==> src/design/assert_macros.svh <==
// assertion macros for the soft mask blend block
// used by the top level only, needs a clk and rst in scope
`ifndef ASSERT_MACROS_SVH
`define ASSERT_MACROS_SVH

// checked only outside reset
`define ASSERT_CLK(label, prop, msg) \
  label: assert property (@(posedge clk) disable iff (rst) prop) else $error(msg);

// checked on every edge, reset included
`define ASSERT_ALWAYS(label, prop, msg) \
  label: assert property (@(posedge clk) prop) else $error(msg);

`endif

==> src/design/rcsm_pkg.sv <==
// shared types, constants and tables for the soft mask blend pipeline
// no dependencies
`default_nettype none

package rcsm_pkg;

  localparam int COORD_BITS = 12;
  localparam int CORDIC_STEPS = 16;

  localparam int IN_BITS = 3 * COORD_BITS + 32 + 17;
  localparam int IN_TDATA_W = ((IN_BITS + 7) / 8) * 8;

  localparam int SUMSQ_W = 2 * COORD_BITS;
  localparam int RAD_W = SUMSQ_W + 16;
  localparam int ROOT_W = RAD_W / 2;

  localparam int SQ_PER = 2;
  localparam int SQ_STAGES = (ROOT_W + SQ_PER - 1) / SQ_PER;

  localparam int DIV_STEPS = 17;
  localparam int DIV_PER = 3;
  localparam int DIV_STAGES = (DIV_STEPS + DIV_PER - 1) / DIV_PER;

  localparam int CO_PER = 2;
  localparam int CO_STAGES = (CORDIC_STEPS + CO_PER - 1) / CO_PER;
  localparam int CO_W = 34;

  localparam logic [16:0] ONE_Q16 = 17'd65536;
  localparam logic [16:0] HALF_Q16 = 17'd32768;
  localparam logic [31:0] PI_Q30 = 32'd3373259426;
  localparam logic signed [CO_W-1:0] GAIN_Q30 = 34'sd652032874;

  localparam logic [1:0] REG_INNER = 2'd0;
  localparam logic [1:0] REG_EDGE = 2'd1;
  localparam logic [1:0] REG_BG = 2'd2;
  localparam logic [1:0] REG_SRC = 2'd3;

  typedef struct packed {
    logic signed [31:0] pixel;
    logic [16:0] alpha_w;
    logic outer;
    logic band;
    logic neg;
    logic tzero;
  } side_t;

  function automatic logic signed [CO_W-1:0] cordic_atan(input int i);
    logic signed [CO_W-1:0] a;
    unique case (i)
      0: a = 34'sd843314857;
      1: a = 34'sd497837830;
      2: a = 34'sd263043837;
      3: a = 34'sd133525159;
      4: a = 34'sd67021687;
      5: a = 34'sd33543516;
      6: a = 34'sd16775851;
      7: a = 34'sd8388437;
      8: a = 34'sd4194283;
      9: a = 34'sd2097149;
      10: a = 34'sd1048576;
      11: a = 34'sd524288;
      12: a = 34'sd262144;
      13: a = 34'sd131072;
      14: a = 34'sd65536;
      15: a = 34'sd32768;
      16: a = 34'sd16384;
      17: a = 34'sd8192;
      18: a = 34'sd4096;
      19: a = 34'sd2048;
      20: a = 34'sd1024;
      21: a = 34'sd512;
      22: a = 34'sd256;
      default: a = 34'sd128;
    endcase
    return a;
  endfunction

endpackage

`default_nettype wire

==> src/design/rcsm_div.sv <==
// pipelined restoring divider for the edge band fraction (d << 16) / ew
// depends on rcsm_pkg
`default_nettype none

module rcsm_div (
  input  wire logic clk,
  input  wire logic rst,
  input  wire logic en,
  input  wire logic in_vld,
  input  wire logic [19:0] dividend,
  input  wire logic [19:0] divisor,
  input  wire rcsm_pkg::side_t in_side,
  output logic out_vld,
  output logic [16:0] quotient,
  output rcsm_pkg::side_t out_side
);
  import rcsm_pkg::*;

  logic [DIV_STAGES-1:0] vld_q;
  logic [20:0] rem_q [DIV_STAGES];
  logic [16:0] quo_q [DIV_STAGES];
  side_t side_q [DIV_STAGES];

  for (genvar g = 0; g < DIV_STAGES; g++) begin : g_stage
    logic vld_i;
    logic [20:0] rem_i, rem_c;
    logic [16:0] quo_i, quo_c;
    side_t side_i;

    if (g == 0) begin : g_first
      assign vld_i = in_vld;
      assign rem_i = {1'b0, dividend};
      assign quo_i = '0;
      assign side_i = in_side;
    end else begin : g_next
      assign vld_i = vld_q[g-1];
      assign rem_i = rem_q[g-1];
      assign quo_i = quo_q[g-1];
      assign side_i = side_q[g-1];
    end

    // compare, subtract, then shift the partial remainder
    always_comb begin
      rem_c = rem_i;
      quo_c = quo_i;
      for (int k = 0; k < DIV_PER; k++) begin
        if (g * DIV_PER + k < DIV_STEPS) begin
          if (rem_c >= {1'b0, divisor}) begin
            rem_c = rem_c - {1'b0, divisor};
            quo_c = {quo_c[15:0], 1'b1};
          end else begin
            quo_c = {quo_c[15:0], 1'b0};
          end
          rem_c = rem_c << 1;
        end
      end
    end

    always_ff @(posedge clk) begin
      if (rst) begin
        vld_q[g] <= 1'b0;
      end else if (en) begin
        vld_q[g] <= vld_i;
      end
    end

    always_ff @(posedge clk) begin
      if (en) begin
        rem_q[g] <= rem_c;
        quo_q[g] <= quo_c;
        side_q[g] <= side_i;
      end
    end
  end

  assign out_vld = vld_q[DIV_STAGES-1];
  assign quotient = quo_q[DIV_STAGES-1];
  assign out_side = side_q[DIV_STAGES-1];

endmodule

`default_nettype wire

==> config.mk <==
export PLATFORM = sky130hd
export DESIGN_NAME = rcsm_div
export DESIGN_NICKNAME = d
export VERILOG_FILES = /design/src/design/assert_macros.svh /design/src/design/rcsm_pkg.sv /design/src/design/rcsm_div.sv
export SDC_FILE = /design/constraint.sdc
export NUM_CORES = 1
export LEC_CHECK = 0
export ABC_AREA = 1
export BUFFER_PORTS_ARGS = -buffer_cell sky130_fd_sc_hd__clkbuf_2
export CAP_MARGIN = 30
export CELL_PAD_IN_SITES_DETAIL_PLACEMENT = 1
export CELL_PAD_IN_SITES_GLOBAL_PLACEMENT = 1
export CORE_AREA = 2 2 301 363
export DETAILED_ROUTE_END_ITERATION = 7
export DIE_AREA = 0 0 303 365
export PLACE_DENSITY_LB_ADDON = 0.1
export SYNTH_ARGS = -nofsm -noshare
export SYNTH_HDL_FRONTEND = slang
export SYNTH_SLANG_ARGS = --single-unit
export TNS_END_PERCENT = 100
==> constraint.sdc <==
create_clock -name clk -period 18.14 [get_ports clk]
set_clock_uncertainty 0.05 [all_clocks]
set_input_delay 3.628 -clock clk [delete_from_list [all_inputs] [get_ports clk]]
set_output_delay 3.628 -clock clk [all_outputs]
set_load 0.05 [all_outputs]
==> out/results.ini <==
[placement]
globalplace.congestion=0.892
dpl_worst_slack_ns=5.67
hpwl_um=99900
portBuffers=167

[clock_tree]
numClockSinks=486
numCtsBuffers=56
cts_max_level=2
hold_buffers=0
cts-root-buf=clkbuf_16
clock_path_buffers=3
cts_setup_buffers=0
clkLatencyLatePin_ns=0.66
cts.repair.resized=0
clkTransAtPathRegs_ns=0.06
cts_tree=yes

[sta]
max_slew_margin_pct=36.1
hold_violations=0
clock.fmax_ghz=0.0849
worst_slack_ns=6.36
drv_slew=0
tns_ns=0
final.period_utilization_pct=65.0
timing.final.crit_period_ns=11.78
rsz0062_at_grt=false
worstMarginPinSlew_ns=0.959
setup_viol=0

[global_route]
grt_pass1_wl_um=196000
grt_pass1_vias=33500
grtUsageTotal_pct=23.0
antenna_found_initial=7
grt_max_degree=90
gr-total-overflow=0

[floorplanning]
ioPinCount=168
die_area_sq_um=111000
fp.dieH_um=365
num_rows=132
start_util_pct=34.8
core_area_sq_um=107000
die_w_um=303

[critical_path]
crit_start=divisor[13]
cp_max_fo=33
critPathLaunchType=input pin
path_class=input pin to flip-flop
cp.arrival_ns=12.15
slowest_delay_ns=0.68
worstPathRequired_ns=18.51
rrSetupSlack_ns=9.89
rr_worst_depth=33
slowest_stage=nand3_1
cp_common_cell=nand2_1
timing.rr.start=rem_q[3][17]$_DFFE_PP_
end_kind=flip-flop
crit_end=rem_q[4][2]$_DFFE_PP_
regToRegEndpoint=rem_q[4][2]$_DFFE_PP_

[min_path]
hp-class=flip-flop to flip-flop
hold_start=side_q[3][28]$_DFFE_PP_

[status]
status=finished, violations left
failed_checks=design-rule violations

[layout]
final_cell_mix=nand2_1, inv_1, edfxtp_1, ha_1, nor2_1
final_common_cell=nand2_1
n_antenna_cell=0
drive_gt1_share_pct=8.65
layout.nets=5408
fin_util_pct=38.8
nFillCells=13200
areaGrowthSynthToFinish_pct=11.7

[route]
antenna_left=0
drc_errors=19
dr.pass1.iters=8
viasPerCell=5.04
vias=32400
drtIter0Drc=1533
avgRoutedWirePerCell_um=19.9
routed_wirelength_um=128000

[synthesis]
postSynthCellCount=4771
ys_warn_count=0
syn-mean-instance-area_sq_um=7.81
seq_area_frac_synth_pct=39.0
syn_area_sq_um=37300
synthFlopType=edfxtp_1
synth-edff-count=480
ys_ff_latch=486
ys_types=56
async_reset_ff_share_pct=0
synth_nets=5205

[flow_run]
cap_violations=0

## cell usage after synthesis (28+ instances only)
cell / n / area (sq um)
nand3_1: 284 / 1420
nor2_1: 287 / 1080
nand4_1: 102 / 638
edfxtp_1: 480 / 14400
o21ai_1: 36 / 180
inv_1: 552 / 2070
ha_1: 330 / 4130
buf_2: 35 / 175
nand2_1: 1670 / 6270
o21ai_0: 131 / 656
a21oi_1: 276 / 1380
xor2_1: 123 / 1080
nor3_1: 28 / 140
xnor2_1: 103 / 902
## state kept, by name, indices dropped and copies added (netlist names)
signal	cells
rem_q	100
g_stage.vld_i	5
side_q	318
quo_q	62
out_vld	1
## through the flow
stage	hold slack (ns)	cell area, sq um	std cells
floorplan	0.350	37300	4771
global placement	0.350	39800	6322
detailed placement	0.355	39800	6323
CTS	0.342	41600	6426
global route	0.354	41600	6426
finish	0.345	41600	6426
## worst max-delay path, delay by kind of cell
family                     cells  cell delay, ns
and+or+nand+nor               21            4.03
buffers and inverters          6            1.84
AOI/OAI and AO/OA              7            1.46
adders and majority gates      3            1.07
## how the worst min path moves through the flow
stage | end | cells past startpoint
6_report | side_q[4][28]$_DFFE_PP_ | 0
4_1_cts | side_q[4][28]$_DFFE_PP_ | 0
3_5_place_dp | side_q[4][4]$_DFFE_PP_ | 0
2_1_floorplan | quo_q[1][3]$_DFFE_PP_ | 0
5_1_grt | quo_q[5][11]$_DFFE_PP_ | 0
3_3_place_gp | side_q[5][33]$_DFFE_PP_ | 0
## per-layer routing
layer | up-vias | track usage [%] | part of all wire (%)
met5 | - | 0 | 0
met4 | 0 | 6.62 | 2.9
met3 | 164 | 1.92 | 2.8
met2 | 455 | 42.2 | 51
met1 | 15500 | 28.6 | 44
li1 | 16300 | - | -
## kinds of logic (layout without fill, tap and decap cells)
logic type	count (synthesis)	after routing	share of synthesized area [%]
simple gates	2513	2513	28.8
buf+inv	650	898	7.18
compound gates	559	559	8.29
flops	486	486	39.0
fa+ha+maj	337	337	11.5
xor+xnor	226	226	5.31
## cell type report
class / instances / area [sq um] / area share [%]
timing repair buffer: 221 / 1270 / 3.05
clock inverter: 41 / 414 / 0.995
inverter: 574 / 2160 / 5.19
multi-input combinational: 3635 / 20100 / 48.2
clock buffer: 62 / 1420 / 3.42
sequential: 486 / 14500 / 34.9
tap: 1407 / 1760 / 4.23
Power is left out: the tool's default activity adds up to more than one toggle a clock period on the data nets, which glitch-free logic cannot reach.
