<file path="src/design/assert_macros.svh">
// assertion macros for the soft mask blend block
// used by the top level only, needs a clk and rst in scope
`ifndef ASSERT_MACROS_SVH
`define ASSERT_MACROS_SVH

// checked only outside reset
`define ASSERT_CLK(label, prop, msg) \
  label: assert property (@(posedge clk) disable iff (rst) prop) else $error(msg);

// checked on every edge, reset included
`define ASSERT_ALWAYS(label, prop, msg) \
  label: assert property (@(posedge clk) prop) else $error(msg);

`endif

</file>
<file path="src/design/rcsm_pkg.sv">
// shared types, constants and tables for the soft mask blend pipeline
// no dependencies
`default_nettype none

package rcsm_pkg;

  localparam int COORD_BITS = 12;
  localparam int CORDIC_STEPS = 16;

  localparam int IN_BITS = 3 * COORD_BITS + 32 + 17;
  localparam int IN_TDATA_W = ((IN_BITS + 7) / 8) * 8;

  localparam int SUMSQ_W = 2 * COORD_BITS;
  localparam int RAD_W = SUMSQ_W + 16;
  localparam int ROOT_W = RAD_W / 2;

  localparam int SQ_PER = 2;
  localparam int SQ_STAGES = (ROOT_W + SQ_PER - 1) / SQ_PER;

  localparam int DIV_STEPS = 17;
  localparam int DIV_PER = 3;
  localparam int DIV_STAGES = (DIV_STEPS + DIV_PER - 1) / DIV_PER;

  localparam int CO_PER = 2;
  localparam int CO_STAGES = (CORDIC_STEPS + CO_PER - 1) / CO_PER;
  localparam int CO_W = 34;

  localparam logic [16:0] ONE_Q16 = 17'd65536;
  localparam logic [16:0] HALF_Q16 = 17'd32768;
  localparam logic [31:0] PI_Q30 = 32'd3373259426;
  localparam logic signed [CO_W-1:0] GAIN_Q30 = 34'sd652032874;

  localparam logic [1:0] REG_INNER = 2'd0;
  localparam logic [1:0] REG_EDGE = 2'd1;
  localparam logic [1:0] REG_BG = 2'd2;
  localparam logic [1:0] REG_SRC = 2'd3;

  typedef struct packed {
    logic signed [31:0] pixel;
    logic [16:0] alpha_w;
    logic outer;
    logic band;
    logic neg;
    logic tzero;
  } side_t;

  function automatic logic signed [CO_W-1:0] cordic_atan(input int i);
    logic signed [CO_W-1:0] a;
    unique case (i)
      0: a = 34'sd843314857;
      1: a = 34'sd497837830;
      2: a = 34'sd263043837;
      3: a = 34'sd133525159;
      4: a = 34'sd67021687;
      5: a = 34'sd33543516;
      6: a = 34'sd16775851;
      7: a = 34'sd8388437;
      8: a = 34'sd4194283;
      9: a = 34'sd2097149;
      10: a = 34'sd1048576;
      11: a = 34'sd524288;
      12: a = 34'sd262144;
      13: a = 34'sd131072;
      14: a = 34'sd65536;
      15: a = 34'sd32768;
      16: a = 34'sd16384;
      17: a = 34'sd8192;
      18: a = 34'sd4096;
      19: a = 34'sd2048;
      20: a = 34'sd1024;
      21: a = 34'sd512;
      22: a = 34'sd256;
      default: a = 34'sd128;
    endcase
    return a;
  endfunction

endpackage

`default_nettype wire

</file>
<file path="src/design/rcsm_cordic.sv">
// pipelined rotation-mode cordic giving the cosine in q4.30
// depends on rcsm_pkg for the gain and the arctangent table
`default_nettype none

module rcsm_cordic (
  input  wire logic clk,
  input  wire logic rst,
  input  wire logic en,
  input  wire logic in_vld,
  input  wire logic signed [rcsm_pkg::CO_W-1:0] angle,
  input  wire rcsm_pkg::side_t in_side,
  output logic out_vld,
  output logic signed [rcsm_pkg::CO_W-1:0] cos_x,
  output rcsm_pkg::side_t out_side
);
  import rcsm_pkg::*;

  logic [CO_STAGES-1:0] vld_q;
  logic signed [CO_W-1:0] x_q [CO_STAGES];
  logic signed [CO_W-1:0] y_q [CO_STAGES];
  logic signed [CO_W-1:0] z_q [CO_STAGES];
  side_t side_q [CO_STAGES];

  for (genvar g = 0; g < CO_STAGES; g++) begin : g_stage
    logic vld_i;
    logic signed [CO_W-1:0] x_i, y_i, z_i, x_c, y_c, z_c, xs, ys;
    side_t side_i;

    if (g == 0) begin : g_first
      assign vld_i = in_vld;
      assign x_i = GAIN_Q30;
      assign y_i = '0;
      assign z_i = angle;
      assign side_i = in_side;
    end else begin : g_next
      assign vld_i = vld_q[g-1];
      assign x_i = x_q[g-1];
      assign y_i = y_q[g-1];
      assign z_i = z_q[g-1];
      assign side_i = side_q[g-1];
    end

    always_comb begin
      x_c = x_i;
      y_c = y_i;
      z_c = z_i;
      xs = '0;
      ys = '0;
      for (int k = 0; k < CO_PER; k++) begin
        if (g * CO_PER + k < CORDIC_STEPS) begin
          xs = x_c >>> (g * CO_PER + k);
          ys = y_c >>> (g * CO_PER + k);
          if (!z_c[CO_W-1]) begin
            x_c = x_c - ys;
            y_c = y_c + xs;
            z_c = z_c - cordic_atan(g * CO_PER + k);
          end else begin
            x_c = x_c + ys;
            y_c = y_c - xs;
            z_c = z_c + cordic_atan(g * CO_PER + k);
          end
        end
      end
    end

    always_ff @(posedge clk) begin
      if (rst) begin
        vld_q[g] <= 1'b0;
      end else if (en) begin
        vld_q[g] <= vld_i;
      end
    end

    always_ff @(posedge clk) begin
      if (en) begin
        x_q[g] <= x_c;
        y_q[g] <= y_c;
        z_q[g] <= z_c;
        side_q[g] <= side_i;
      end
    end
  end

  assign out_vld = vld_q[CO_STAGES-1];
  assign cos_x = x_q[CO_STAGES-1];
  assign out_side = side_q[CO_STAGES-1];

endmodule

`default_nettype wire

</file>
<file path="config.mk">
export PLATFORM = sky130hd
export DESIGN_NAME = rcsm_cordic
export DESIGN_NICKNAME = d
export VERILOG_FILES = /design/src/design/assert_macros.svh /design/src/design/rcsm_pkg.sv /design/src/design/rcsm_cordic.sv
export SDC_FILE = /design/constraint.sdc
export NUM_CORES = 2
export LEC_CHECK = 0
export BUFFER_PORTS_ARGS = -buffer_cell sky130_fd_sc_hd__buf_2
export CORE_UTILIZATION = 45
export CTS_CLUSTER_DIAMETER = 200
export DETAILED_ROUTE_END_ITERATION = 8
export SLEW_MARGIN = 20
export SYNTH_ARGS = -nofsm -noshare
export SYNTH_HDL_FRONTEND = slang
export SYNTH_SLANG_ARGS = --single-unit
</file>
<file path="constraint.sdc">
create_clock -name clk -period 10.3 [get_ports clk]
set_input_delay 1.545 -clock clk [delete_from_list [all_inputs] [get_ports clk]]
set_output_delay 1.545 -clock clk [all_outputs]
set_load 0.1 [all_outputs]
</file>
==> results by stage <==
STA:
- The largest clock skew in the final design is around 79 ps.
- The transition time at the pin with the least slew margin is around 1100 ps.
- The accumulated negative setup slack is 0 ps.
- The relative slew slack is 26.7%.
- Setup repair after global routing left no endpoint under its margin.
- The number of pins with negative max-slew slack in the final report is 0.
- In the finished design, the share of the clock period the worst path needs comes to around nine tenths.
- Derived from the worst setup path, the maximum achievable clock frequency is approximately 110 MHz.
- The total count of hold-check failures in the final report is 0.
- The count of endpoints failing setup in the final report is 0.
- For the finished layout, the period the worst path requires is slightly above 9000 ps.

Setup path:
- The longest individual stage delay on the worst path is ~750 ps.
- For the worst setup path, the data arrival time is 9710 ps.
- The largest fanout of any net on the critical path is 12.
- The worst setup path is launched from a register.
- The slowest stage of the critical path is the sky130_fd_sc_hd__a2111oi_0 cell.
- The kind of end point of the critical path is a register.
- The worst setup path is of the register to register kind.
- The required time of the critical path is 10870 ps.

Cells and area:
- The utilization after layout is just under 50%.
- The fill cell total of the finished layout is 22200.
- The area growth from synthesis to layout is 8.86%.
- The final instance area is 117000 sq um.
- Cells with a size suffix above 1 make up 5.39% of the layout.
- After the last flow step, the layout net total stands at 13600.

Global route:
- In this run the most used layer during global routing was met2.
- For this run, the total global-route usage over all layers was measured as approximately a quarter.
- The number of global-route vias before repair came to about 87000.
- The met2 track demand over resource is 42.4%.
- Entering global routing, the biggest net connects ~190 pins.
- The global-route track usage on met1 is approximately a third.
- The global-route congestion overflow total is 0.
- The first-pass GRT wire length is roughly 480 mm.
- Global routing consumed, on the met3 layer, roughly 2.7% of the routing resources.
- The initial antenna violation count was 4.

Clocking:
- The maximum count of clock buffers along a single path is 3.
- The clock drives around 1100 sinks.
- The number of hold buffers added after CTS was 0.
- Buffers inserted during clock tree synthesis total 132.
- The deepest level of the CTS H-tree is 4.
- The number of buffers inserted to repair setup after CTS is 0.
- After clock tree synthesis, the clock-pin slew on the worst setup and hold paths is 70 ps.
- For the worst-skew pair, the clock arrives at the later sink with an insertion delay of around 850 ps.
- TritonCTS built the clock tree.
- The number of gates resized after CTS is 0.
- The cell at the root of the clock tree is sky130_fd_sc_hd__clkbuf_16.

Synthesis:
- A synthesized cell averages 8.99 sq um.
- The Yosys step of the flow raised 0 warnings.
- The number of cells produced by synthesis is about 12000.
- Counting flops and latches in the post-synthesis netlist gives between 1000 and 1500.
- By count the netlist is led by sky130_fd_sc_hd__ha_1 (1285), sky130_fd_sc_hd__a21oi_1 (1154), sky130_fd_sc_hd__edfxtp_1 (1064).
- The post-synthesis instance area is 107000 sq um.
- In the post-synthesis netlist, the biggest area contributors are sky130_fd_sc_hd__edfxtp_1 (30%), sky130_fd_sc_hd__ha_1 (15%), sky130_fd_sc_hd__xnor2_1 (8.5%), sky130_fd_sc_hd__a21oi_1 (5.4%), sky130_fd_sc_hd__xor2_1 (4.4%).
- The library cell occupying the most area in the post-synthesis netlist is sky130_fd_sc_hd__edfxtp_1.
- In the synthesized netlist the async set-or-reset flop fraction comes to 0%.
- The number of distinct library cells after synthesis is around 110.
- After synthesis, the largest area contributor takes up between 20% and 30% of total cell area.
- The net count after synthesis is between 10000 and 15000.
- The dominant cell by count in the synthesized netlist is sky130_fd_sc_hd__ha_1.
- The sequential cell area fraction in the yosys report is between 20 and 30%.
- The number of enable-type register cells in the synthesized netlist is 1064.
- Among all flip-flop cells after synthesis, the most frequent one is sky130_fd_sc_hd__edfxtp_1.

Place:
- The count of input and output buffers is 178.
- Once detailed placement completed, the half-perimeter wirelength came to around 250 mm.
- The cell area after placement is between 100000 and 150000 sq um.
- The weighted congestion at the end of routability-driven global placement is roughly 0.95.

Drt:
- The total length of routed wires is roughly 310 mm.
- For this block, the initial DRC count from the detailed router was around 6600.
- The number of nets still failing antenna checks after routing is 0.
- For this run, design rule violations remaining after detail routing come to 1.
- For this block, the via count after detailed routing is approximately 91000.
- The mean number of vias per cell is around 6.
- For this run, the detailed router's first-pass iteration total came to 8.
- The routed wirelength normalized by instance count is around 20 microns.

Floorplan:
- The core outline area is approximately 240000 sq um.
- Row generation in the floorplan step produced 178 rows.
- The starting density of the core is 45.4%.
- In this run the horizontal extent of the chip is 490 microns.
- The die area is 240000 sq um.
- The number of I/O pins is around 180.
- The vertical extent of the die is a little under 500 microns.

Run:
- Across the run, the number of max-cap violations was 0.

Status:
- The final reports fail on design-rule violations.
- The run finished, with violations left.

Min path:
- The type of the most critical hold path is register to register.
## metal layers
| layer | wire, microns | up-vias |
|---|---|---|
| met3 | 12900 | 517 |
| met4 | 11600 | 2 |
| met1 | 136000 | 43300 |
| met5 | 11 | - |
| met2 | 145000 | 2334 |
| li1 | - | 44900 |
## through the flow
stage               std cells  worst slack (ps)  hold slack (ps)
global route            15400               441              413
global placement        15200              1300              400
detailed placement      15200              1290              405
finish                  15400              1160              414
CTS                     15400              1270              412
floorplan               11900              2010              400
## final cells by class
type,count,area [sq um],area share [%]
Clock inverter,86,1190,1.02
Tap cell,3150,3940,3.37
Clock buffer,155,3420,2.93
Antenna cell,3,7.51,0.00643
Timing Repair Buffer,254,1560,1.33
Multi-Input combinational cell,10100,72300,61.9
Sequential cell,1072,32100,27.5
Inverter,597,2240,1.92
## cell families after synthesis
family / after synthesis / share of synthesized area, %
other cells: 1 / 0.00350
mux: 85 / 0.832
simple gates: 3368 / 15.4
compound gates: 3731 / 22.5
fa+ha+maj: 1321 / 15.7
buf+inv: 775 / 2.72
flops: 1072 / 29.9
xor+xnor: 1580 / 13.0
## path summary, 6_finish.rpt
check,startpoint,to,slack (ps),cells after the start
max,x_q[1][49],x_q[1][101],1160,32
min,side_q[1][32],side_q[1][85],410,0
max reg2reg,x_q[1][49],x_q[1][101],1160,32
min reg2reg,side_q[1][32],side_q[1][85],410,0
## worst max-delay path: cells and delay by family (launching register included)
| family | cells | cell delay (ps) |
|---|---|---|
| AOI/OAI and AO/OA | 12 | 3350 |
| DFF | 1 | 470 |
| adders and majority gates | 2 | 780 |
| and+or+nand+nor | 14 | 3600 |
| xor gates and xnor gates | 4 | 670 |
## cell usage in the layout (no fill, tap or decap), types with 52 or more instances in the layout
| cell | Yosys | routed |
|---|---|---|
| sky130_fd_sc_hd__o21a_1 | 205 | 205 |
| sky130_fd_sc_hd__o211ai_1 | 75 | 75 |
| sky130_fd_sc_hd__a21boi_0 | 74 | 74 |
| sky130_fd_sc_hd__and3_1 | 144 | 144 |
| sky130_fd_sc_hd__and2_1 | 88 | 88 |
| sky130_fd_sc_hd__buf_4 | 0 | 69 |
| sky130_fd_sc_hd__nand3_1 | 229 | 229 |
| sky130_fd_sc_hd__a21o_1 | 494 | 493 |
| sky130_fd_sc_hd__a31oi_1 | 147 | 146 |
| sky130_fd_sc_hd__nor2b_1 | 174 | 174 |
| sky130_fd_sc_hd__clkbuf_16 | 0 | 133 |
| sky130_fd_sc_hd__ha_1 | 1285 | 1285 |
| sky130_fd_sc_hd__o31ai_1 | 99 | 99 |
| sky130_fd_sc_hd__nor3_1 | 315 | 315 |
| sky130_fd_sc_hd__nor4_1 | 89 | 89 |
| sky130_fd_sc_hd__nand2_1 | 668 | 668 |
| sky130_fd_sc_hd__nor2_1 | 1046 | 1045 |
| sky130_fd_sc_hd__mux2i_1 | 52 | 52 |
| sky130_fd_sc_hd__o21bai_1 | 126 | 125 |
| sky130_fd_sc_hd__xnor2_1 | 1040 | 1039 |
| sky130_fd_sc_hd__a21oi_1 | 1154 | 1154 |
| sky130_fd_sc_hd__nand4_1 | 74 | 74 |
| sky130_fd_sc_hd__or3_1 | 93 | 93 |
| sky130_fd_sc_hd__nand2b_1 | 188 | 188 |
| sky130_fd_sc_hd__a211oi_1 | 154 | 154 |
| sky130_fd_sc_hd__buf_2 | 1 | 177 |
| sky130_fd_sc_hd__edfxtp_1 | 1064 | 1064 |
| sky130_fd_sc_hd__o21ai_0 | 660 | 660 |
| sky130_fd_sc_hd__or2_2 | 64 | 64 |
| sky130_fd_sc_hd__xor2_1 | 535 | 535 |
| sky130_fd_sc_hd__inv_1 | 593 | 593 |
## registers in the layout, summed over array words and instances (netlist names)
| signal | cells |
|---|---|
| out_vld | 1 |
| x_q | 240 |
| g_stage.vld_i | 7 |
| side_q | 424 |
| y_q | 210 |
| z_q | 190 |
Power is left out: the tool's default activity adds up to more than one toggle a clock period on the data nets, which glitch-free logic cannot reach.
