### src/design/assert_macros.svh
// assertion macros for the soft mask blend block
// used by the top level only, needs a clk and rst in scope
`ifndef ASSERT_MACROS_SVH
`define ASSERT_MACROS_SVH

// checked only outside reset
`define ASSERT_CLK(label, prop, msg) \
  label: assert property (@(posedge clk) disable iff (rst) prop) else $error(msg);

// checked on every edge, reset included
`define ASSERT_ALWAYS(label, prop, msg) \
  label: assert property (@(posedge clk) prop) else $error(msg);

`endif

### src/design/rcsm_pkg.sv
// shared types, constants and tables for the soft mask blend pipeline
// no dependencies
`default_nettype none

package rcsm_pkg;

  localparam int COORD_BITS = 12;
  localparam int CORDIC_STEPS = 16;

  localparam int IN_BITS = 3 * COORD_BITS + 32 + 17;
  localparam int IN_TDATA_W = ((IN_BITS + 7) / 8) * 8;

  localparam int SUMSQ_W = 2 * COORD_BITS;
  localparam int RAD_W = SUMSQ_W + 16;
  localparam int ROOT_W = RAD_W / 2;

  localparam int SQ_PER = 2;
  localparam int SQ_STAGES = (ROOT_W + SQ_PER - 1) / SQ_PER;

  localparam int DIV_STEPS = 17;
  localparam int DIV_PER = 3;
  localparam int DIV_STAGES = (DIV_STEPS + DIV_PER - 1) / DIV_PER;

  localparam int CO_PER = 2;
  localparam int CO_STAGES = (CORDIC_STEPS + CO_PER - 1) / CO_PER;
  localparam int CO_W = 34;

  localparam logic [16:0] ONE_Q16 = 17'd65536;
  localparam logic [16:0] HALF_Q16 = 17'd32768;
  localparam logic [31:0] PI_Q30 = 32'd3373259426;
  localparam logic signed [CO_W-1:0] GAIN_Q30 = 34'sd652032874;

  localparam logic [1:0] REG_INNER = 2'd0;
  localparam logic [1:0] REG_EDGE = 2'd1;
  localparam logic [1:0] REG_BG = 2'd2;
  localparam logic [1:0] REG_SRC = 2'd3;

  typedef struct packed {
    logic signed [31:0] pixel;
    logic [16:0] alpha_w;
    logic outer;
    logic band;
    logic neg;
    logic tzero;
  } side_t;

  function automatic logic signed [CO_W-1:0] cordic_atan(input int i);
    logic signed [CO_W-1:0] a;
    unique case (i)
      0: a = 34'sd843314857;
      1: a = 34'sd497837830;
      2: a = 34'sd263043837;
      3: a = 34'sd133525159;
      4: a = 34'sd67021687;
      5: a = 34'sd33543516;
      6: a = 34'sd16775851;
      7: a = 34'sd8388437;
      8: a = 34'sd4194283;
      9: a = 34'sd2097149;
      10: a = 34'sd1048576;
      11: a = 34'sd524288;
      12: a = 34'sd262144;
      13: a = 34'sd131072;
      14: a = 34'sd65536;
      15: a = 34'sd32768;
      16: a = 34'sd16384;
      17: a = 34'sd8192;
      18: a = 34'sd4096;
      19: a = 34'sd2048;
      20: a = 34'sd1024;
      21: a = 34'sd512;
      22: a = 34'sd256;
      default: a = 34'sd128;
    endcase
    return a;
  endfunction

endpackage

`default_nettype wire

### src/design/rcsm_sqrt.sv
// pipelined digit-by-digit integer square root, two result bits per stage
// depends on rcsm_pkg
`default_nettype none

module rcsm_sqrt (
  input  wire logic clk,
  input  wire logic rst,
  input  wire logic en,
  input  wire logic in_vld,
  input  wire logic [rcsm_pkg::RAD_W-1:0] radicand,
  input  wire rcsm_pkg::side_t in_side,
  output logic out_vld,
  output logic [rcsm_pkg::ROOT_W-1:0] root,
  output rcsm_pkg::side_t out_side
);
  import rcsm_pkg::*;

  localparam int REM_W = ROOT_W + 3;

  logic [SQ_STAGES-1:0] vld_q;
  logic [RAD_W-1:0] rad_q [SQ_STAGES];
  logic [REM_W-1:0] rem_q [SQ_STAGES];
  logic [ROOT_W-1:0] root_q [SQ_STAGES];
  side_t side_q [SQ_STAGES];

  for (genvar g = 0; g < SQ_STAGES; g++) begin : g_stage
    logic vld_i;
    logic [RAD_W-1:0] rad_i, rad_c;
    logic [REM_W-1:0] rem_i, rem_c, trial;
    logic [ROOT_W-1:0] root_i, root_c;
    side_t side_i;

    if (g == 0) begin : g_first
      assign vld_i = in_vld;
      assign rad_i = radicand;
      assign rem_i = '0;
      assign root_i = '0;
      assign side_i = in_side;
    end else begin : g_next
      assign vld_i = vld_q[g-1];
      assign rad_i = rad_q[g-1];
      assign rem_i = rem_q[g-1];
      assign root_i = root_q[g-1];
      assign side_i = side_q[g-1];
    end

    always_comb begin
      rad_c = rad_i;
      rem_c = rem_i;
      root_c = root_i;
      trial = '0;
      for (int k = 0; k < SQ_PER; k++) begin
        if (g * SQ_PER + k < ROOT_W) begin
          rem_c = {rem_c[REM_W-3:0], rad_c[RAD_W-1 -: 2]};
          rad_c = rad_c << 2;
          trial = {1'b0, root_c, 2'b01};
          if (rem_c >= trial) begin
            rem_c = rem_c - trial;
            root_c = {root_c[ROOT_W-2:0], 1'b1};
          end else begin
            root_c = {root_c[ROOT_W-2:0], 1'b0};
          end
        end
      end
    end

    always_ff @(posedge clk) begin
      if (rst) begin
        vld_q[g] <= 1'b0;
      end else if (en) begin
        vld_q[g] <= vld_i;
      end
    end

    always_ff @(posedge clk) begin
      if (en) begin
        rad_q[g] <= rad_c;
        rem_q[g] <= rem_c;
        root_q[g] <= root_c;
        side_q[g] <= side_i;
      end
    end
  end

  assign out_vld = vld_q[SQ_STAGES-1];
  assign root = root_q[SQ_STAGES-1];
  assign out_side = side_q[SQ_STAGES-1];

endmodule

`default_nettype wire

### config.mk
export PLATFORM = sky130hd
export DESIGN_NAME = rcsm_sqrt
export DESIGN_NICKNAME = d
export VERILOG_FILES = /design/src/design/assert_macros.svh /design/src/design/rcsm_pkg.sv /design/src/design/rcsm_sqrt.sv
export SDC_FILE = /design/constraint.sdc
export NUM_CORES = 1
export LEC_CHECK = 0
export ABC_AREA = 1
export BUFFER_PORTS_ARGS = -buffer_cell sky130_fd_sc_hd__buf_2
export CAP_MARGIN = 5
export CORE_MARGIN = 2
export CORE_UTILIZATION = 30
export CTS_CLUSTER_DIAMETER = 40
export CTS_CLUSTER_SIZE = 40
export DETAILED_ROUTE_END_ITERATION = 7
export GPL_TIMING_DRIVEN = 0
export MAX_ROUTING_LAYER = met4
export PLACE_DENSITY = 0.42
export SYNTH_ARGS = -nofsm -noshare
export SYNTH_HDL_FRONTEND = slang
export SYNTH_SLANG_ARGS = --single-unit
### constraint.sdc
create_clock -name clk -period 4.24 [get_ports clk]
set_input_delay 0.636 -clock clk [delete_from_list [all_inputs] [get_ports clk]]
set_output_delay 0.636 -clock clk [all_outputs]
set_load 0.1 [all_outputs]
==> flow_summary_export.csv, run 1 <==
group,metric,value,unit
synth,syn-mean-instance-area,10.3,um2
die,core,165000,um2
clock_network,cts.path.max_buffers,3,
critical_path,timing.critical_path.to_type,"flop",
critical_path,crit_path_frequent_cell,"nand2_1",
cells_and_area,most_common_cell_after_layout_fill_and_taps_aside,"nand2_1",
synth,asyncSetResetFlopFracSynth,0,%
cells_and_area,most-common-layout-cells,"nand2_1 (1184), edfxtp_1 (998), inv_1 (508)",
global_route,antenna_found_initial,3,
detailed_routing,avgRoutedWirePerCell,16.4,um
flow_run,cap_viol_max_count,0,
synth,synth_top_family_by_area,"simple AND/OR/NAND/NOR gates",
clock_network,numClockSinks,1008,
power_and_ir_drop,peakVddDrop,384,uV
synth,post_synth_instance_area,50000,um2
global_route,groute.usage.overall,15.3,%
cells_and_area,final_layout_size_suffix_gt1_share,22.4,%
power_and_ir_drop,power-per-cell-area,597,nW/um2
timing,worst_slew_pin_slew,0.696,ns
timing,fmax,0.244,GHz
critical_path,maximum_fanout_count_along_the_critical_path,10,
synth,synth-seq-area-share,60.3,%
synth,synthFlopType,"edfxtp_1",
min_path,timing.hold.worst.class,"input pin to flop",
timing,report.final.slew_viol_count,0,
timing,slew_headroom,53.1,%
clock_network,h_tree_level_count,4,
critical_path,worstSetupStartpointType,"flop",
clock_network,tritoncts.num_buffers,175,
die,design.die.area,170000,um2
detailed_routing,drt_first_iter_violations,2175,
synth,post_synth_fa_ha_maj_area_fraction,5.68,%
synth,synth-xor-area-share,3.16,%
detailed_routing,drc,0,
detailed_routing,drt-total-wl,129000,um
cells_and_area,final_util,39.1,%
synth,postSynthCellCount,4864,
detailed_routing,detailed_routing_iteration_count_for_the_pre_antenna_repair_pass,5,
critical_path,timing_worst_setup_path_type,"flop to flop",
synth,muxShareOfSynthArea,0,%
timing,finalCritPeriodShare,96.5,%
critical_path,r2r_setup_slack,0.15,ns
placed_design,gpl.final_weighted_congestion,0.881,
die,initial_utilization,30.3,%
synth,synth_largest_area_cell,"edfxtp_1",
status,outcome,"complete, no violations",
power_and_ir_drop,p_leak,0.0261,uW
global_route,grt_pass1_vias,34700,
critical_path,slowest_delay,0.46,ns
clock_network,tritoncts,"yes",
timing,final_hold_fails,0,
detailed_routing,drtAntennaViolNets,0,
detailed_routing,routed-via-count,35500,
die,core.rowCount,149,
clock_network,clkSlewWorstSetupHoldPaths,0.05,ns
synth,synth_edf_count,998,
placed_design,buffer_ports.inserted,169,
global_route,grt_start_max_net_pins,130,
critical_path,arrival,4.68,ns
global_route,grt_first_pass_wirelength,197000,um
placed_design,area_of_placed_instances,53900,um2
die,floorplan.die.width,412,um
timing,finalClockSkew,0.0446,ns
die,io_pins,171,
synth,area_fraction_in_and_or_nand_and_nor_cells_after_synthesis,19.1,%
placed_design,dpl.hpwl,94500,um
synth,netlist-cell-type-count,66,
timing,final.min_clock_period,4.09,ns
synth,yosys_register_bits,1008,
critical_path,crit_slowest_cell,"edfxtp_1",
synth,synth_compound_area_share,6.61,%
cells_and_area,fin_nets,5823,
cells_and_area,final_area,64700,um2
synth,yosysWarningCount,0,
synth,post-synth-top-area-fraction,59.9,%
timing,final-setup-viol-count,0,
timing,rsz0062_at_grt,"true",
clock_network,clkLatencyLatePin,0.78,ns
critical_path,required,4.83,ns
die,die-height,412,um
detailed_routing,via_per_instance_ratio,4.53,
clock_network,ctsRootBufferMaster,"clkbuf_16",
synth,yosys-top-cells-area,"edfxtp_1 (60%), nand2_1 (9.4%), ha_1 (5.7%)",
cells_and_area,area_growth,29.4,%
global_route,globalRoute.totalOverflow,0,
-- critical path: cells and delay by family, from the launching register on --
family,cells,cell delay [ns]
AOI/OAI and AO/OA,6,0.92
adders and majority gates,2,0.50
buffers and inverters,6,0.75
DFF,1,0.46
and+or+nand+nor,12,1.31
-- cell families after synthesis --
logic type / count (synthesis)
buffers and inverters: 647
other: 1
adders and majority gates: 227
xor gates and xnor gates: 179
AOI/OAI and AO/OA: 590
DFF: 1008
and+or+nand+nor: 2212
-- sequential cells by signal, indices dropped and copies added, names as in the netlist --
register,flops
side_q,530
rad_q,180
rem_q,178
root_q,110
out_vld,1
g_stage.vld_i,9
-- metal layers --
metal	global-route usage [%]	part of all wire, %	routed length (um)	up-vias
met5	-	0	0	-
met4	4.96	2.6	3280	0
met3	2.71	4.1	5250	231
met2	24.1	47	60300	651
met1	20.0	47	59800	16700
li1	-	-	-	18000
-- where the power goes --
group | internal, uW | leakage (uW) | switching [uW]
Clock | 8870 | 0.00291 | 5320
Combinational | 4290 | 0.0135 | 7150
Sequential | 12300 | 0.00974 | 669
Total | 25500 | 0.0261 | 13100
-- path summary, 6_finish.rpt --
kind | from | cells past startpoint | endpoint
setup / recovery | root_q[4][3] | 26 | rem_q[5][9]
hold reg to reg | side_q[2][19] | 0 | side_q[3][19]
setup reg to reg | root_q[4][3] | 26 | rem_q[5][9]
hold / removal | in_side[19] | 1 | side_q[0][19]
-- repair_timing --
action / 4_1_cts / 5_1_grt
setup buffers: 86 / 99
hold buffers: 86 / 0
endpoints found under the hold margin: 86 / 0
cloned: 1 / 9
pin swaps: 58 / 93
resized for setup: 273 / 345
endpoints found under the setup margin: 136 / 152
-- layout make-up --
class                           instances  area (um2)
Timing Repair Buffer                  457        3510
Tap cell                             2189        2740
Fill cell                           16300      101000
Inverter                              598        2290
Clock buffer                          188        4450
Sequential cell                      1008       30200
Buffer                                 47         544
Clock inverter                        138        1670
Antenna cell                            2        5.00
Multi-Input combinational cell       3212       19400
-- synthesized netlist by cell type (7+ instances only) --
cell,n
nand2_1,1248
edfxtp_1,998
inv_1,572
nor2_1,405
nand3_1,300
a21oi_1,246
ha_1,227
o21ai_0,191
xor2_1,103
xnor2_1,74
nand4_1,62
nor3_1,53
o21ai_1,35
nand2_2,26
a21oi_2,23
nor2_2,23
inv_2,21
nand3b_1,19
o21bai_1,17
or2_2,17
nand3_2,15
buf_4,13
clkbuf_1,13
buf_6,12
a21o_1,10
dfxtp_1,10
a31oi_1,9
o211ai_1,9
o21a_1,9
buf_2,7
nor4_1,7
-- stage by stage --
step           power [uW]  setup slack [ns]  hold WS (ns)  std cells  setup TNS, ns
5_1_grt             41100            -0.143        0.0210       7839         -0.954
3_5_place_dp        22800             -1.36         0.405       7232        -122.07
3_3_place_gp        23100            -19.32         0.400       7224              -
2_1_floorplan       19800             0.282         0.400       4866              0
6_report            38600             0.149        0.0837       7839              0
4_1_cts             38100           0.00556       0.00921       7729              0
No activity file was read; power rests on OpenSTA's default activity.
==> inputs of run 2 (changes only) <==
- PLACE_DENSITY: 0.42 -> 0.4
- clock period: 4.24 -> 5.2 ns (I/O delays scaled with it)
==> run 2 against run 1 <==
Net effect: critical path depth shrank 2; fmax is 16% lower; clock power is 17% lower; via count down 3.8%; cell count is 3.3% lower; wire length shrank 2.5%; largest power group unchanged; sequential cell count unchanged; largest cell class unchanged; sequential power down 18%.
==> flow_summary_export.csv, run 2 (synthesis results as in run 1) <==
group,metric,value,unit
status,outcome,"complete, no violations",
power_and_ir_drop,p_seq_share,34.8,%
power_and_ir_drop,cell_internal_pwr,20000,uW
power_and_ir_drop,power_switching_share,34.0,%
placed_design,cells_after_dpl,7232,
power_and_ir_drop,p_leak,0.0248,uW
power_and_ir_drop,peakVddDrop,388,uV
power_and_ir_drop,share_clk_of_total_power,38.9,%
die,floorplan.die.width,412,um
detailed_routing,detailed_routing_iteration_count_for_the_pre_antenna_repair_pass,6,
placed_design,buffer_ports.inserted,169,
critical_path,path_cells,"inv_1, ha_1, a21oi_1, inv_1, nor2_1, nand2_1, nand2_1, nand2_1, nor2_4, clkbuf_2, o21ai_0, ha_1, nand2_1, nor2_1, nand3_1, nor2_1, nand2_1, nor2_1, nand3_1, nand2_2, inv_4, buf_8, nand2_2, nand2_1",
min_path,timing.hold.worst.class,"input pin to flop",
detailed_routing,drt_first_iter_violations,2228,
clock_network,tritoncts.num_buffers,176,
critical_path,timing.critical_path.to_type,"flop",
cells_and_area,largest_regs,"side_q: 530 flops, rad_q: 180 flops, rem_q: 178 flops",
global_route,groute.usage.overall,15.2,%
detailed_routing,avgRoutedWirePerCell,16.6,um
critical_path,timing_worst_setup_path_type,"flop to flop",
global_route,grt_first_pass_wirelength,195000,um
cells_and_area,fin_nets,5559,
die,design.die.area,170000,um2
die,io_pins,171,
global_route,antenna_found_initial,7,
clock_network,clkSlewWorstSetupHoldPaths,0.05,ns
cells_and_area,fin_cells,7578,
cells_and_area,most-common-layout-cells,"nand2_1 (1247), edfxtp_1 (998), inv_1 (571)",
cells_and_area,largest_reg_flops,530,
detailed_routing,drtAntennaViolNets,0,
detailed_routing,drt-total-wl,125000,um
die,core.rowCount,149,
placed_design,gpl.final_weighted_congestion,0.874,
critical_path,required,5.74,ns
timing,final-setup-viol-count,0,
timing,slew_headroom,47.0,%
power_and_ir_drop,power-per-cell-area,503,nW/um2
timing,report.final.slew_viol_count,0,
timing,finalClockSkew,0.0379,ns
detailed_routing,via_per_instance_ratio,4.51,
global_route,grt_pass1_vias,33900,
critical_path,worstSetupStartpointType,"flop",
cells_and_area,final_util,36.5,%
detailed_routing,drc,0,
clock_network,cts.path.max_buffers,3,
timing,worst_slew_pin_slew,0.795,ns
timing,tns,0,ns
die,die-height,412,um
cells_and_area,final_layout_size_suffix_gt1_share,13.4,%
critical_path,crit_slowest_cell,"ha_1",
critical_path,crit_path_frequent_cell,"nand2_1",
detailed_routing,routed-via-count,34200,
clock_network,hold_buffers,0,
power_and_ir_drop,power.share.combinational,26.3,%
timing,fmax,0.206,GHz
timing,finalCritPeriodShare,93.3,%
placed_design,dpl.hpwl,94500,um
clock_network,clkLatencyLatePin,0.82,ns
critical_path,arrival,5.39,ns
timing,final_hold_fails,0,
critical_path,slowest_delay,0.49,ns
critical_path,maximum_fanout_count_along_the_critical_path,10,
die,core,165000,um2
clock_network,numClockSinks,1008,
global_route,grt_start_max_net_pins,127,
timing,rsz0062_at_grt,"false",
power_and_ir_drop,power.net_switching,10300,uW
clock_network,tritoncts,"yes",
cells_and_area,max_flop_register,"side_q",
clock_network,h_tree_level_count,4,
die,initial_utilization,30.3,%
flow_run,cap_viol_max_count,0,
timing,final.min_clock_period,4.85,ns
clock_network,ctsRootBufferMaster,"clkbuf_16",
cells_and_area,most_common_cell_after_layout_fill_and_taps_aside,"nand2_1",
global_route,globalRoute.totalOverflow,0,
cells_and_area,area_growth,20.6,%
[run 2: metrics by stage]
stage               cell area, um2  setup WS [ns]  hold WS, ns  total power, uW
finish                       60300          0.349        0.132            30400
global route                 60300        0.00729       0.0567            32300
CTS                          60100        0.00134       0.0312            30800
detailed placement           53900         -0.676        0.405            18600
global placement             53600         -18.74        0.400            18900
floorplan                    50000           1.24        0.400            16100
[run 2: worst paths after layout]
check | startpoint | endpoint | slack [ns] | cells after the start
worst max-delay path | root_q[2][4] | rem_q[3][8] | 0.35 | 24
worst min-delay path | radicand[35] | rad_q[0][35] | 0.13 | 1
worst max register to register | root_q[2][4] | rem_q[3][8] | 0.35 | 24
worst min register to register | side_q[6][38] | side_q[7][38] | 0.39 | 0
[run 2: area by class of cell]
type	count	area, um2
Antenna cell	1	2.50
Buffer	48	372
Clock buffer	195	4590
Clock inverter	136	1660
Fill cell	16600	105000
Inverter	598	2250
Multi-Input combinational cell	3211	17400
Sequential cell	1008	30200
Tap cell	2189	2740
Timing Repair Buffer	192	1190
[run 2: power by group through the flow]
stage                     combinational (uW)  sequential (uW)  clock (uW)
after global placement                  7900            11000           0
after global routing                    9070            10700       12600
after floorplan                         5440            10700           0
after detailed placement                7890            10700           0
final                                   7980            10600       11800
after CTS                               7960            10600       12200
[run 2: worst max-delay path: cells and delay by family, from the launching register on]
kind,cells,cell delay (ns)
simple gates,15,2.10
fa+ha+maj,2,0.80
buf+inv,5,0.71
compound gates,2,0.50
flops,1,0.45
[run 2: per-layer routing]
layer	wire [um]	vias to the layer above	track usage [%]
met3	4860	212	2.80
met4	3030	0	4.71
li1	-	17400	-
met2	57600	576	23.7
met5	0	-	-
met1	60000	16000	20.1
[run 2: timing repair]
action,4_1_cts,5_1_grt
resized for setup,16,38
setup buffers,0,14
endpoints found under the setup margin,64,113
cloned,0,1
pin swaps,1,4
